### config.mk
export PLATFORM = sky130hd
export DESIGN_NAME = step_hit_detector_top
export DESIGN_NICKNAME = d
export VERILOG_FILES = /design/src/shd_pkg.sv /design/src/shd_cfg_regs.sv /design/src/shd_step_logic.sv /design/src/step_hit_detector_top.sv
export SDC_FILE = /design/constraint.sdc
export NUM_CORES = 1
export LEC_CHECK = 0
export BUFFER_PORTS_ARGS = -buffer_cell sky130_fd_sc_hd__buf_2
export CAP_MARGIN = 5
export CORE_ASPECT_RATIO = 1.2
export CORE_MARGIN = 1
export CORE_UTILIZATION = 35
export DETAILED_ROUTE_END_ITERATION = 16
export MAX_ROUTING_LAYER = met4
export SYNTH_ARGS = -nofsm -noshare
export SYNTH_HDL_FRONTEND = slang
export SYNTH_HIERARCHICAL = 1
export SYNTH_SLANG_ARGS = --single-unit
### constraint.sdc
create_clock -name clk -period 14.65 [get_ports clk]
set_input_delay 0.7325 -clock clk [delete_from_list [all_inputs] [get_ports clk]]
set_output_delay 0.7325 -clock clk [all_outputs]
set_load 0.01 [all_outputs]
### src/shd_pkg.sv
// Shared types and constants of the step hit detector.
// Used by shd_cfg_regs, shd_step_logic and step_hit_detector_top; no dependencies.

package shd_pkg;

	localparam int TIMER_WIDTH = 16;
	localparam int HIT_W       = 10;
	localparam int CFG_IDX_W   = 3;
	localparam int CFG_DATA_W  = 16;
	localparam int IN_TDATA_W  = 72;
	localparam int OUT_TDATA_W = 16;

	localparam logic [HIT_W-1:0] HIT_MAX = '1;

	// register indexes
	localparam logic [CFG_IDX_W-1:0] REG_ARM_DELAY   = 3'd0;
	localparam logic [CFG_IDX_W-1:0] REG_COOLDOWN    = 3'd1;
	localparam logic [CFG_IDX_W-1:0] REG_TORQUE_THR  = 3'd2;
	localparam logic [CFG_IDX_W-1:0] REG_MAX_LENGTH  = 3'd3;
	localparam logic [CFG_IDX_W-1:0] REG_LEN_MARGIN  = 3'd4;
	localparam logic [CFG_IDX_W-1:0] REG_REQ_HITS    = 3'd5;
	localparam logic [CFG_IDX_W-1:0] REG_SAT_MULT    = 3'd6;
	localparam logic [CFG_IDX_W-1:0] REG_AUTO_TRIG   = 3'd7;

	// reset values
	localparam logic [15:0] RST_ARM_DELAY  = 16'd250;
	localparam logic [15:0] RST_COOLDOWN   = 16'd1000;
	localparam logic [14:0] RST_TORQUE_THR = 15'd2560;
	localparam logic [15:0] RST_MAX_LENGTH = 16'd26214;
	localparam logic [15:0] RST_LEN_MARGIN = 16'd1311;
	localparam logic [7:0]  RST_REQ_HITS   = 8'd10;
	localparam logic [2:0]  RST_SAT_MULT   = 3'd2;
	localparam logic        RST_AUTO_TRIG  = 1'b0;

	typedef struct packed {
		logic [15:0] arm_delay_length;
		logic [15:0] cooldown_length;
		logic [14:0] torque_threshold;
		logic [15:0] maximum_leg_length;
		logic [15:0] length_margin;
		logic [7:0]  required_hits;
		logic [2:0]  saturation_multiple;
		logic        auto_trigger_enable;
	} shd_cfg_t;

	typedef struct packed {
		logic               cooldown_refresh;
		logic        [15:0] right_length;
		logic        [15:0] left_length;
		logic signed [15:0] right_torque;
		logic signed [15:0] left_torque;
		logic               retract_active;
		logic               start_active;
		logic               long_leg_target;
	} shd_item_t;

	typedef struct packed {
		logic [HIT_W-1:0] hit_level;
		logic             detected;
		logic             stair_request;
	} shd_result_t;

endpackage

### src/shd_cfg_regs.sv
// Configuration register file of the step hit detector.
// Depends on shd_pkg.

module shd_cfg_regs (
	input  logic                           clk,
	input  logic                           arst_n,
	input  logic                           cfg_we,
	input  logic [shd_pkg::CFG_IDX_W-1:0]  cfg_index,
	input  logic [shd_pkg::CFG_DATA_W-1:0] cfg_data,
	output shd_pkg::shd_cfg_t              cfg
);

	shd_pkg::shd_cfg_t cfg_q;

	always_ff @(posedge clk or negedge arst_n) begin
		if (!arst_n) begin
			cfg_q.arm_delay_length    <= shd_pkg::RST_ARM_DELAY;
			cfg_q.cooldown_length     <= shd_pkg::RST_COOLDOWN;
			cfg_q.torque_threshold    <= shd_pkg::RST_TORQUE_THR;
			cfg_q.maximum_leg_length  <= shd_pkg::RST_MAX_LENGTH;
			cfg_q.length_margin       <= shd_pkg::RST_LEN_MARGIN;
			cfg_q.required_hits       <= shd_pkg::RST_REQ_HITS;
			cfg_q.saturation_multiple <= shd_pkg::RST_SAT_MULT;
			cfg_q.auto_trigger_enable <= shd_pkg::RST_AUTO_TRIG;
		end else if (cfg_we) begin
			unique case (cfg_index)
				shd_pkg::REG_ARM_DELAY:  cfg_q.arm_delay_length    <= cfg_data;
				shd_pkg::REG_COOLDOWN:   cfg_q.cooldown_length     <= cfg_data;
				shd_pkg::REG_TORQUE_THR: cfg_q.torque_threshold    <= cfg_data[14:0];
				shd_pkg::REG_MAX_LENGTH: cfg_q.maximum_leg_length  <= cfg_data;
				shd_pkg::REG_LEN_MARGIN: cfg_q.length_margin       <= cfg_data;
				shd_pkg::REG_REQ_HITS:   cfg_q.required_hits       <= cfg_data[7:0];
				shd_pkg::REG_SAT_MULT:   cfg_q.saturation_multiple <= cfg_data[2:0];
				shd_pkg::REG_AUTO_TRIG:  cfg_q.auto_trigger_enable <= cfg_data[0];
				default: ;
			endcase
		end
	end

	assign cfg = cfg_q;

endmodule

### src/shd_step_logic.sv
// Per-tick update: arm delay, cooldown and hit counters plus the detection decision.
// Depends on shd_pkg.

module shd_step_logic (
	input  logic                  clk,
	input  logic                  arst_n,
	input  logic                  step_en,
	input  shd_pkg::shd_item_t    item,
	input  shd_pkg::shd_cfg_t     cfg,
	output shd_pkg::shd_result_t  result
);

	localparam int TW = shd_pkg::TIMER_WIDTH;
	localparam int HW = shd_pkg::HIT_W;

	logic          was_long_q;
	logic [TW-1:0] arm_q;
	logic [TW-1:0] cool_q;
	logic [HW-1:0] hit_q;

	logic [TW-1:0] arm_base, arm_next;
	logic [TW-1:0] cool_base, cool_dec, cool_next;
	logic [TW-1:0] cool_load;
	logic [16:0]   len_diff;
	logic [15:0]   len_thr;
	logic [16:0]   left_mag, right_mag;
	logic          left_hit, right_hit, gate_open;
	logic [10:0]   ceil_full;
	logic [HW-1:0] ceiling;
	logic [HW-1:0] hit_upd, hit_next;
	logic          det;

	assign cool_load = TW'(cfg.cooldown_length);

	always_comb begin
		// arm delay: load on rising long-leg, cleared when short
		arm_base = (!was_long_q) ? TW'(cfg.arm_delay_length) : arm_q;
		if (!item.long_leg_target)
			arm_next = '0;
		else if (arm_base != '0)
			arm_next = arm_base - TW'(1);
		else
			arm_next = arm_base;

		cool_base = item.cooldown_refresh ? cool_load : cool_q;
		cool_dec  = (cool_base != '0) ? cool_base - TW'(1) : cool_base;

		len_diff = {1'b0, cfg.maximum_leg_length} - {1'b0, cfg.length_margin};
		len_thr  = len_diff[16] ? 16'd0 : len_diff[15:0];

		// most negative torque yields 32768
		left_mag  = item.left_torque[15]  ? 17'h10000 - {1'b0, item.left_torque}
		                                  : {1'b0, item.left_torque};
		right_mag = item.right_torque[15] ? 17'h10000 - {1'b0, item.right_torque}
		                                  : {1'b0, item.right_torque};
		left_hit  = (left_mag  > {2'b00, cfg.torque_threshold}) && (item.left_length  > len_thr);
		right_hit = (right_mag > {2'b00, cfg.torque_threshold}) && (item.right_length > len_thr);

		ceil_full = 11'(cfg.required_hits) * 11'(cfg.saturation_multiple);
		ceiling   = ceil_full[10] ? shd_pkg::HIT_MAX : ceil_full[HW-1:0];

		gate_open = (cool_dec == '0) && (arm_next == '0) && left_hit && right_hit
		            && item.long_leg_target && item.start_active && !item.retract_active;

		if (gate_open)
			hit_upd = (hit_q < ceiling) ? hit_q + HW'(1) : hit_q;
		else
			hit_upd = (hit_q != '0) ? hit_q - HW'(1) : hit_q;

		det       = {2'b00, hit_upd} >= {4'b0000, cfg.required_hits};
		hit_next  = det ? '0 : hit_upd;
		cool_next = det ? cool_load : cool_dec;
	end

	always_ff @(posedge clk or negedge arst_n) begin
		if (!arst_n) begin
			was_long_q <= 1'b0;
			arm_q      <= '0;
			cool_q     <= '0;
			hit_q      <= '0;
		end else if (step_en) begin
			was_long_q <= item.long_leg_target;
			arm_q      <= arm_next;
			cool_q     <= cool_next;
			hit_q      <= hit_next;
		end
	end

	assign result.stair_request = det & cfg.auto_trigger_enable;
	assign result.detected      = det;
	assign result.hit_level     = hit_next;

endmodule

### src/step_hit_detector_top.sv
// Top level of the step hit detector: input register, step logic, result register.
// Depends on shd_pkg, shd_cfg_regs and shd_step_logic.

// One request per control tick enters the input register, is evaluated combinationally
// against the arm delay, cooldown and hit counters and lands in the result register,
// which drives m_tvalid; it moves on only while the result register is empty or draining,
// and a new request is taken every cycle as long as the result side keeps draining.
// The only loop is the update of the counters, so the sustained rate is one item per
// clock while the result side drains. Configuration writes take effect at the next
// clock edge and should be made with no request in flight.

module step_hit_detector_top (
	input  logic                              clk,
	input  logic                              arst_n,
	// config write port
	input  logic                              cfg_we,
	input  logic [shd_pkg::CFG_IDX_W-1:0]     cfg_index,
	input  logic [shd_pkg::CFG_DATA_W-1:0]    cfg_data,
	// input stream
	input  logic                              s_tvalid,
	output logic                              s_tready,
	// [0] long_leg_target, [1] start_active, [2] retract_active, [18:3] left_torque,
	// [34:19] right_torque, [50:35] left_length, [66:51] right_length,
	// [67] cooldown_refresh, [71:68] zero
	input  logic [shd_pkg::IN_TDATA_W-1:0]    s_tdata,
	// result stream
	output logic                              m_tvalid,
	input  logic                              m_tready,
	// [0] stair_request, [1] detected, [11:2] hit_level, [15:12] zero
	output logic [shd_pkg::OUT_TDATA_W-1:0]   m_tdata
);

	localparam int ITEM_W = $bits(shd_pkg::shd_item_t);
	localparam int RES_W  = $bits(shd_pkg::shd_result_t);

	shd_pkg::shd_cfg_t    cfg;
	shd_pkg::shd_item_t   item_s1;
	shd_pkg::shd_result_t result;
	shd_pkg::shd_result_t result_s2;
	logic                 valid_s1;
	logic                 valid_s2;
	logic                 advance;

	shd_cfg_regs u_cfg (
		.clk       (clk),
		.arst_n    (arst_n),
		.cfg_we    (cfg_we),
		.cfg_index (cfg_index),
		.cfg_data  (cfg_data),
		.cfg       (cfg)
	);

	// stage 1 moves into the result register when it is empty or being drained
	assign advance  = valid_s1 && (!valid_s2 || m_tready);
	assign s_tready = !valid_s1 || advance;

	always_ff @(posedge clk or negedge arst_n) begin
		if (!arst_n) begin
			valid_s1 <= 1'b0;
			valid_s2 <= 1'b0;
		end else begin
			if (s_tready)
				valid_s1 <= s_tvalid;
			if (advance)
				valid_s2 <= 1'b1;
			else if (m_tready)
				valid_s2 <= 1'b0;
		end
	end

	always_ff @(posedge clk) begin
		if (s_tvalid && s_tready)
			item_s1 <= shd_pkg::shd_item_t'(s_tdata[ITEM_W-1:0]);
		if (advance)
			result_s2 <= result;
	end

	shd_step_logic u_step (
		.clk     (clk),
		.arst_n  (arst_n),
		.step_en (advance),
		.item    (item_s1),
		.cfg     (cfg),
		.result  (result)
	);

	assign m_tvalid = valid_s2;
	assign m_tdata  = {{(shd_pkg::OUT_TDATA_W - RES_W){1'b0}}, result_s2};

endmodule
==> flow_metrics.env, run 1 <==
export IMPL_path_buf_inv=2
export IMPL_synth_edff_count=80
export IMPL_gr_usage_all_layers=0.165
export IMPL_drv_slew=0
export IMPL_cts_buffers=25
export IMPL_hold_buffers=0
export IMPL_layout_commonest_cell="ha_1"
export IMPL_initial_core_util=0.356
export IMPL_path_clk_slew_ps=60
export IMPL_rr_startpoint="u_cfg/cfg[29]"
export IMPL_grt_pass1_vias=10000
export IMPL_syn_cell_area_um2=14100
export IMPL_clock_skew_ps=21.3
export IMPL_grt_overflow=0
export IMPL_drtIter0Drc=457
export IMPL_design_power_total_uw=2740
export IMPL_maxCapViolCount=0
export IMPL_drive_above_1_share=0.240
export IMPL_status="complete, no violations"
export IMPL_setup_tns_ps=0
export IMPL_dieArea_um2=41200
export IMPL_clk_latency_ps=540
export IMPL_dieWidth_um=185
export IMPL_avgSynthCellArea_um2=10.9
export IMPL_setup_viol=0
export IMPL_nets=1602
export IMPL_routedWlPerCell_um=16.7
export IMPL_cp_arrival_ps=10100
export IMPL_p_leak_uw=0.00669
export IMPL_worst_setup_path_end_kind="flip-flop"
export IMPL_tritoncts="built"
export IMPL_htreeDepth=1
export IMPL_yosysWarnings=6
export IMPL_fill_cells=3868
export IMPL_crit_family="compound AO/OA/AOI/OAI gates"
export IMPL_fmax_mhz=103
export IMPL_cts_sinks=216
export IMPL_vias=9946
export IMPL_cpPeakStageDelay_ps=860
export IMPL_core_um2=39700
export IMPL_gp_congestion=0.868
export IMPL_ioPinCount=114
export IMPL_irDropWorstVdd_mv=0.118
export IMPL_crit_path_start_kind="flip-flop"
export IMPL_synthArstFlopShare=0.630
export IMPL_ys_flop_type="dfrtp_1"
export IMPL_clockBufferDepth=3
export IMPL_postSynthCellCount=1293
export IMPL_hold_ws_ps=180
export IMPL_drc=0
export IMPL_critical_path_most_common_cell="a21o_1"
export IMPL_chipHeight_um=222
export IMPL_cts_resized=0
export IMPL_cts_root_buf="clkbuf_16"
export IMPL_rsz0062_at_grt="false"
export IMPL_n_antenna_cell=0
export IMPL_synth_seq_area_share=0.414
export IMPL_antenna_found_initial=0
export IMPL_vias_per_cell=5.13
export IMPL_crit_start="u_cfg/cfg[29]"
export IMPL_netlist_cell_type_count=99
export IMPL_path_class="flip-flop to flip-flop"
export IMPL_crit_path_top_delay_cell="a2111oi_0"
export IMPL_postLayoutCoreUtil=0.399
export IMPL_crit_required_ps=15040
export IMPL_multi_input_area_um2=7620
export IMPL_ff_latch_area_um2=5850
export IMPL_synth_seq_cells=216
export IMPL_finalCriticalPeriod_ps=9710
export IMPL_max_slew_margin=0.196
export IMPL_worst_pin_slew_ps=1200
export IMPL_min_path_type="input port to asynchronous set/reset pin"
export IMPL_hold_viol=0
export IMPL_wl_um=32400
export IMPL_core_rowCount=80
export IMPL_antenna_left=0
export IMPL_postCtsSetupBuffers=0
export IMPL_crit_path_max_fanout=30
export IMPL_grt_max_degree=75
export IMPL_final_cell_mix="ha_1, buf_2, dfrtp_1, nand2_1, mux2_2"
export IMPL_io_buffer_count=105
export IMPL_cellPowerDensity_nw_per_um2=173
export IMPL_post_route_period_util=0.663
export IMPL_hpwlAfterDp_um=24100
export IMPL_first_pass_iters=5
export IMPL_syn2layout_area_growth_pct=12.3
export IMPL_grt_pass1_wl_um=52400
[layer usage]
layer	GRT usage	up-vias	wire, um
met5	-	-	0
met4	0.0541	0	821
met2	0.289	163	16800
li1	-	4918	-
met1	0.194	4823	13800
met3	0.0199	42	1000
[cell type report]
cell class | instances | share of cell area
multi-input combinational | 941 | 0.480
sequential | 216 | 0.368
clock buffer | 33 | 0.0433
tap | 533 | 0.0420
timing repair buffer | 113 | 0.0373
inverter | 89 | 0.0210
clock inverter | 12 | 0.00820
[Yosys cell counts, types with 4 or more instances]
master / count / share of area
ha_1: 112 / 0.099
dfrtp_1: 104 / 0.18
nand2_1: 90 / 0.024
mux2_2: 88 / 0.070
inv_1: 87 / 0.023
edfxtp_1: 80 / 0.17
nor2_1: 66 / 0.018
a21oi_1: 58 / 0.021
xnor2_1: 51 / 0.032
o21ai_0: 49 / 0.017
mux2i_1: 37 / 0.026
nor3_1: 35 / 0.012
dfstp_2: 32 / 0.060
a21o_1: 25 / 0.013
nand4_1: 21 / 0.0093
and2_1: 19 / 0.0084
nand3_1: 19 / 0.0067
xor2_1: 16 / 0.0099
or3_1: 15 / 0.0066
clkbuf_1: 13 / 0.0035
nand2b_1: 12 / 0.0053
nor2b_1: 12 / 0.0053
o211ai_1: 12 / 0.0064
buf_4: 11 / 0.0058
buf_6: 11 / 0.0088
buf_2: 10 / 0.0035
mux2_4: 10 / 0.011
nor4_1: 10 / 0.0044
o21bai_1: 9 / 0.0048
o31ai_1: 9 / 0.0048
a22o_1: 8 / 0.0050
fa_1: 8 / 0.011
a211oi_1: 7 / 0.0037
and3_1: 7 / 0.0031
o21a_1: 7 / 0.0037
o2111ai_1: 5 / 0.0031
o22ai_1: 5 / 0.0022
a2111oi_0: 4 / 0.0025
nand3b_1: 4 / 0.0021
nor3b_1: 4 / 0.0021
nor4_2: 4 / 0.0035
nor4_4: 4 / 0.0060
o21ai_1: 4 / 0.0014
o32ai_1: 4 / 0.0025
o41ai_1: 4 / 0.0025
[state kept, by name, summed over array words and instances (netlist names)]
signal,count
m_tdata,12
u_step/was_long_q,1
m_tvalid,1
u_step/hit_q,10
u_step/arm_q,16
valid_s1,1
u_step/cool_q,16
u_cfg/cfg,91
item_s1,68
[per-stage QoR]
stage | cells | area (um^2) | setup WS, ps
final | 1937 | 15900 | 4940
after global placement | 1892 | 15100 | 5120
after floorplan | 1297 | 14100 | 7330
after global routing | 1937 | 15900 | 4110
after CTS | 1937 | 15900 | 4760
after detailed placement | 1892 | 15100 | 4780
[kinds of logic (layout without fill, tap and decap cells)]
group,count (synthesis),after routing,share of synthesized area
AO/OA/AOI/OAI,253,253,0.126
XOR/XNOR,68,68,0.0427
adder cells (fa/ha/maj),120,120,0.111
buffers and inverters,140,247,0.0517
flip-flops,216,216,0.414
multiplexers,139,139,0.112
other,2,6,0.000532
AND/OR/NAND/NOR,355,355,0.142
[path summary, 6_finish.rpt]
check                                   endpoint  slack, ps  cells past startpoint
worst min-delay path               u_cfg/cfg[83]        180                      1
worst max-delay path            u_step/cool_q[6]       4940                     39
worst max register to register  u_step/cool_q[6]       4940                     39
min in group clk                     item_s1[41]        370                      1
worst min register to register  u_step/cool_q[9]        480                      2
max in group asynchronous          u_cfg/cfg[50]      13080                      2
[report_power, final]
group / leakage (uW) / internal, uW / switching [uW] / total, uW
logic: 0.00393 / 536 / 664 / 1200
registers: 0.00238 / 786 / 133 / 919
clock network: 0.000389 / 367 / 254 / 621
total: 0.00669 / 1690 / 1050 / 2740
(Power assumes the default switching activity.)
==> run 2, diff against run 1 <==
==> constraint.sdc (replaced) <==
create_clock -name clk -period 8.2 [get_ports clk]
set_input_delay 0.41 -clock clk [delete_from_list [all_inputs] [get_ports clk]]
set_output_delay 0.41 -clock clk [all_outputs]
set_load 0.01 [all_outputs]
==> flow_metrics.env, run 2 (synthesis results as in run 1) <==
export IMPL_maxCapViolCount=0
export IMPL_syn2layout_area_growth_pct=14.0
export IMPL_first_pass_iters=5
export IMPL_ioPinCount=114
export IMPL_initial_core_util=0.356
export IMPL_core_rowCount=80
export IMPL_fmax_mhz=130
export IMPL_pre_cts_slack_ps=-158
export IMPL_dieArea_um2=41200
export IMPL_io_buffer_count=105
export IMPL_path_clk_slew_ps=60
export IMPL_grt_overflow=0
export IMPL_vias=10100
export IMPL_path_class="flip-flop to flip-flop"
export IMPL_hpwlAfterDp_um=24000
export IMPL_crit_path_start_kind="flip-flop"
export IMPL_hold_path_end="item_s1[39]"
export IMPL_dpl_cell_area_um2=15200
export IMPL_worst_setup_path_end_kind="flip-flop"
export IMPL_clk_latency_ps=530
export IMPL_r2r_slack_ps=510
export IMPL_grt_pass1_vias=10100
export IMPL_max_slew_margin=0.222
export IMPL_internal_power_uw=3090
export IMPL_fill_cells=3844
export IMPL_drc=0
export IMPL_power_frac_comb=0.462
export IMPL_final_cell_mix="ha_1, buf_2, dfrtp_1, nand2_1, mux2_2"
export IMPL_hold_viol=0
export IMPL_antenna_found_initial=0
export IMPL_worst_pin_slew_ps=1170
export IMPL_drive_above_1_share=0.264
export IMPL_core_um2=39700
export IMPL_layout_commonest_cell="ha_1"
export IMPL_reg2regPathDepth=43
export IMPL_p_sw_frac=0.384
export IMPL_clock_skew_ps=11.1
export IMPL_pwr_share_seq=0.330
export IMPL_hold_depth=1
export IMPL_grt_pass1_wl_um=52700
export IMPL_cts_buffers=25
export IMPL_gr_usage_all_layers=0.164
export IMPL_cp_arrival_ps=8070
export IMPL_crit_required_ps=8580
export IMPL_min_path_type="input port to flip-flop"
export IMPL_design_power_total_uw=5010
export IMPL_dieWidth_um=185
export IMPL_post_route_period_util=0.938
export IMPL_cts_root_buf="clkbuf_16"
export IMPL_setup_viol=0
export IMPL_p_leak_uw=0.00681
export IMPL_finalCriticalPeriod_ps=7690
export IMPL_htreeDepth=1
export IMPL_final_cell_area_um2=16100
export IMPL_hold_ws_ps=52.2
export IMPL_cts_sinks=216
export IMPL_chipHeight_um=222
export IMPL_wl_um=32200
export IMPL_clockBufferDepth=3
export IMPL_drtIter0Drc=472
export IMPL_status="complete, no violations"
export IMPL_critical_path_most_common_cell="a21o_1"
export IMPL_tritoncts="built"
export IMPL_fin_ws_ps=512
export IMPL_drv_slew=0
export IMPL_cpPeakStageDelay_ps=530
export IMPL_gp_congestion=0.885
export IMPL_vias_per_cell=5.14
export IMPL_routedWlPerCell_um=16.4
export IMPL_switchingPower_uw=1920
export IMPL_nets=1628
export IMPL_pwr_share_clk=0.209
export IMPL_cellPowerDensity_nw_per_um2=311
export IMPL_irDropWorstVdd_mv=0.184
export IMPL_r2r_end="u_step/cool_q[6]"
export IMPL_largest_reg_flops=91
export IMPL_rr_startpoint="u_cfg/cfg[14]"
export IMPL_postLayoutCoreUtil=0.405
export IMPL_grt_max_degree=76
export IMPL_n_antenna_cell=0
export IMPL_crit_path_max_fanout=7
export IMPL_crit_path_top_delay_cell="dfstp_2"
export IMPL_min_from="s_tdata[39]"
export IMPL_antenna_left=0
-- run 2: worst max-delay path: cells and delay by family (launching register included) --
family	cells	cell delay (ps)
buf+inv	5	610
simple gates	14	2130
flops	1	530
compound gates	21	3550
fa+ha+maj	3	730
-- run 2: layout make-up --
class | instances | area [um^2] | area share
Clock inverter | 16 | 126 | 0.00784
Tap cell | 533 | 667 | 0.0414
Clock buffer | 29 | 641 | 0.0398
Inverter | 89 | 334 | 0.0207
Sequential cell | 216 | 5850 | 0.363
Timing Repair Buffer | 138 | 782 | 0.0485
Multi-Input combinational cell | 942 | 7710 | 0.479
-- run 2: power by group through the flow --
stage / Sequential (uW) / Clock [uW] / Combinational, uW
floorplan: 1600 / 0 / 1710
global placement: 1660 / 0 / 2170
detailed placement: 1670 / 0 / 2230
CTS: 1650 / 1080 / 2250
global route: 1680 / 1130 / 2610
finish: 1650 / 1050 / 2310
-- run 2: worst max-delay path by stage --
stage | startpoint | end | slack (ps) | cells after the start
floorplan | u_cfg/cfg[29] | u_step/cool_q[3] | 880 | 42
global placement | u_cfg/cfg[29] | u_step/cool_q[6] | -20 | 42
detailed placement | u_cfg/cfg[29] | u_step/cool_q[7] | -160 | 42
CTS | u_cfg/cfg[13] | u_step/cool_q[7] | 20 | 41
global route | u_cfg/cfg[14] | u_step/cool_q[6] | -20 | 43
finish | u_cfg/cfg[14] | u_step/cool_q[6] | 510 | 43
-- run 2: stage by stage --
stage / instances / setup TNS (ps)
after CTS: 1959 / 0
after floorplan: 1297 / 0
after global placement: 1913 / -29.7
after global routing: 1963 / -29.5
after detailed placement: 1913 / -322
final: 1963 / 0
-- run 2: timing repair --
item | 4_1_cts | 5_1_grt
hold endpoints to repair | 53 | 0
cloned | 0 | 1
endpoints found under the setup margin | 14 | 34
pin swaps | 1 | 8
hold buffers | 1 | 0
resized for setup | 4 | 26
setup buffers | 0 | 3
-- run 2: metal layers --
layer | track usage | vias to the layer above | part of all wire
met4 | 0.0453 | 0 | 0.022
met1 | 0.200 | 4895 | 0.43
met3 | 0.0171 | 39 | 0.033
met5 | - | - | 0
met2 | 0.286 | 198 | 0.51
li1 | - | 4965 | -
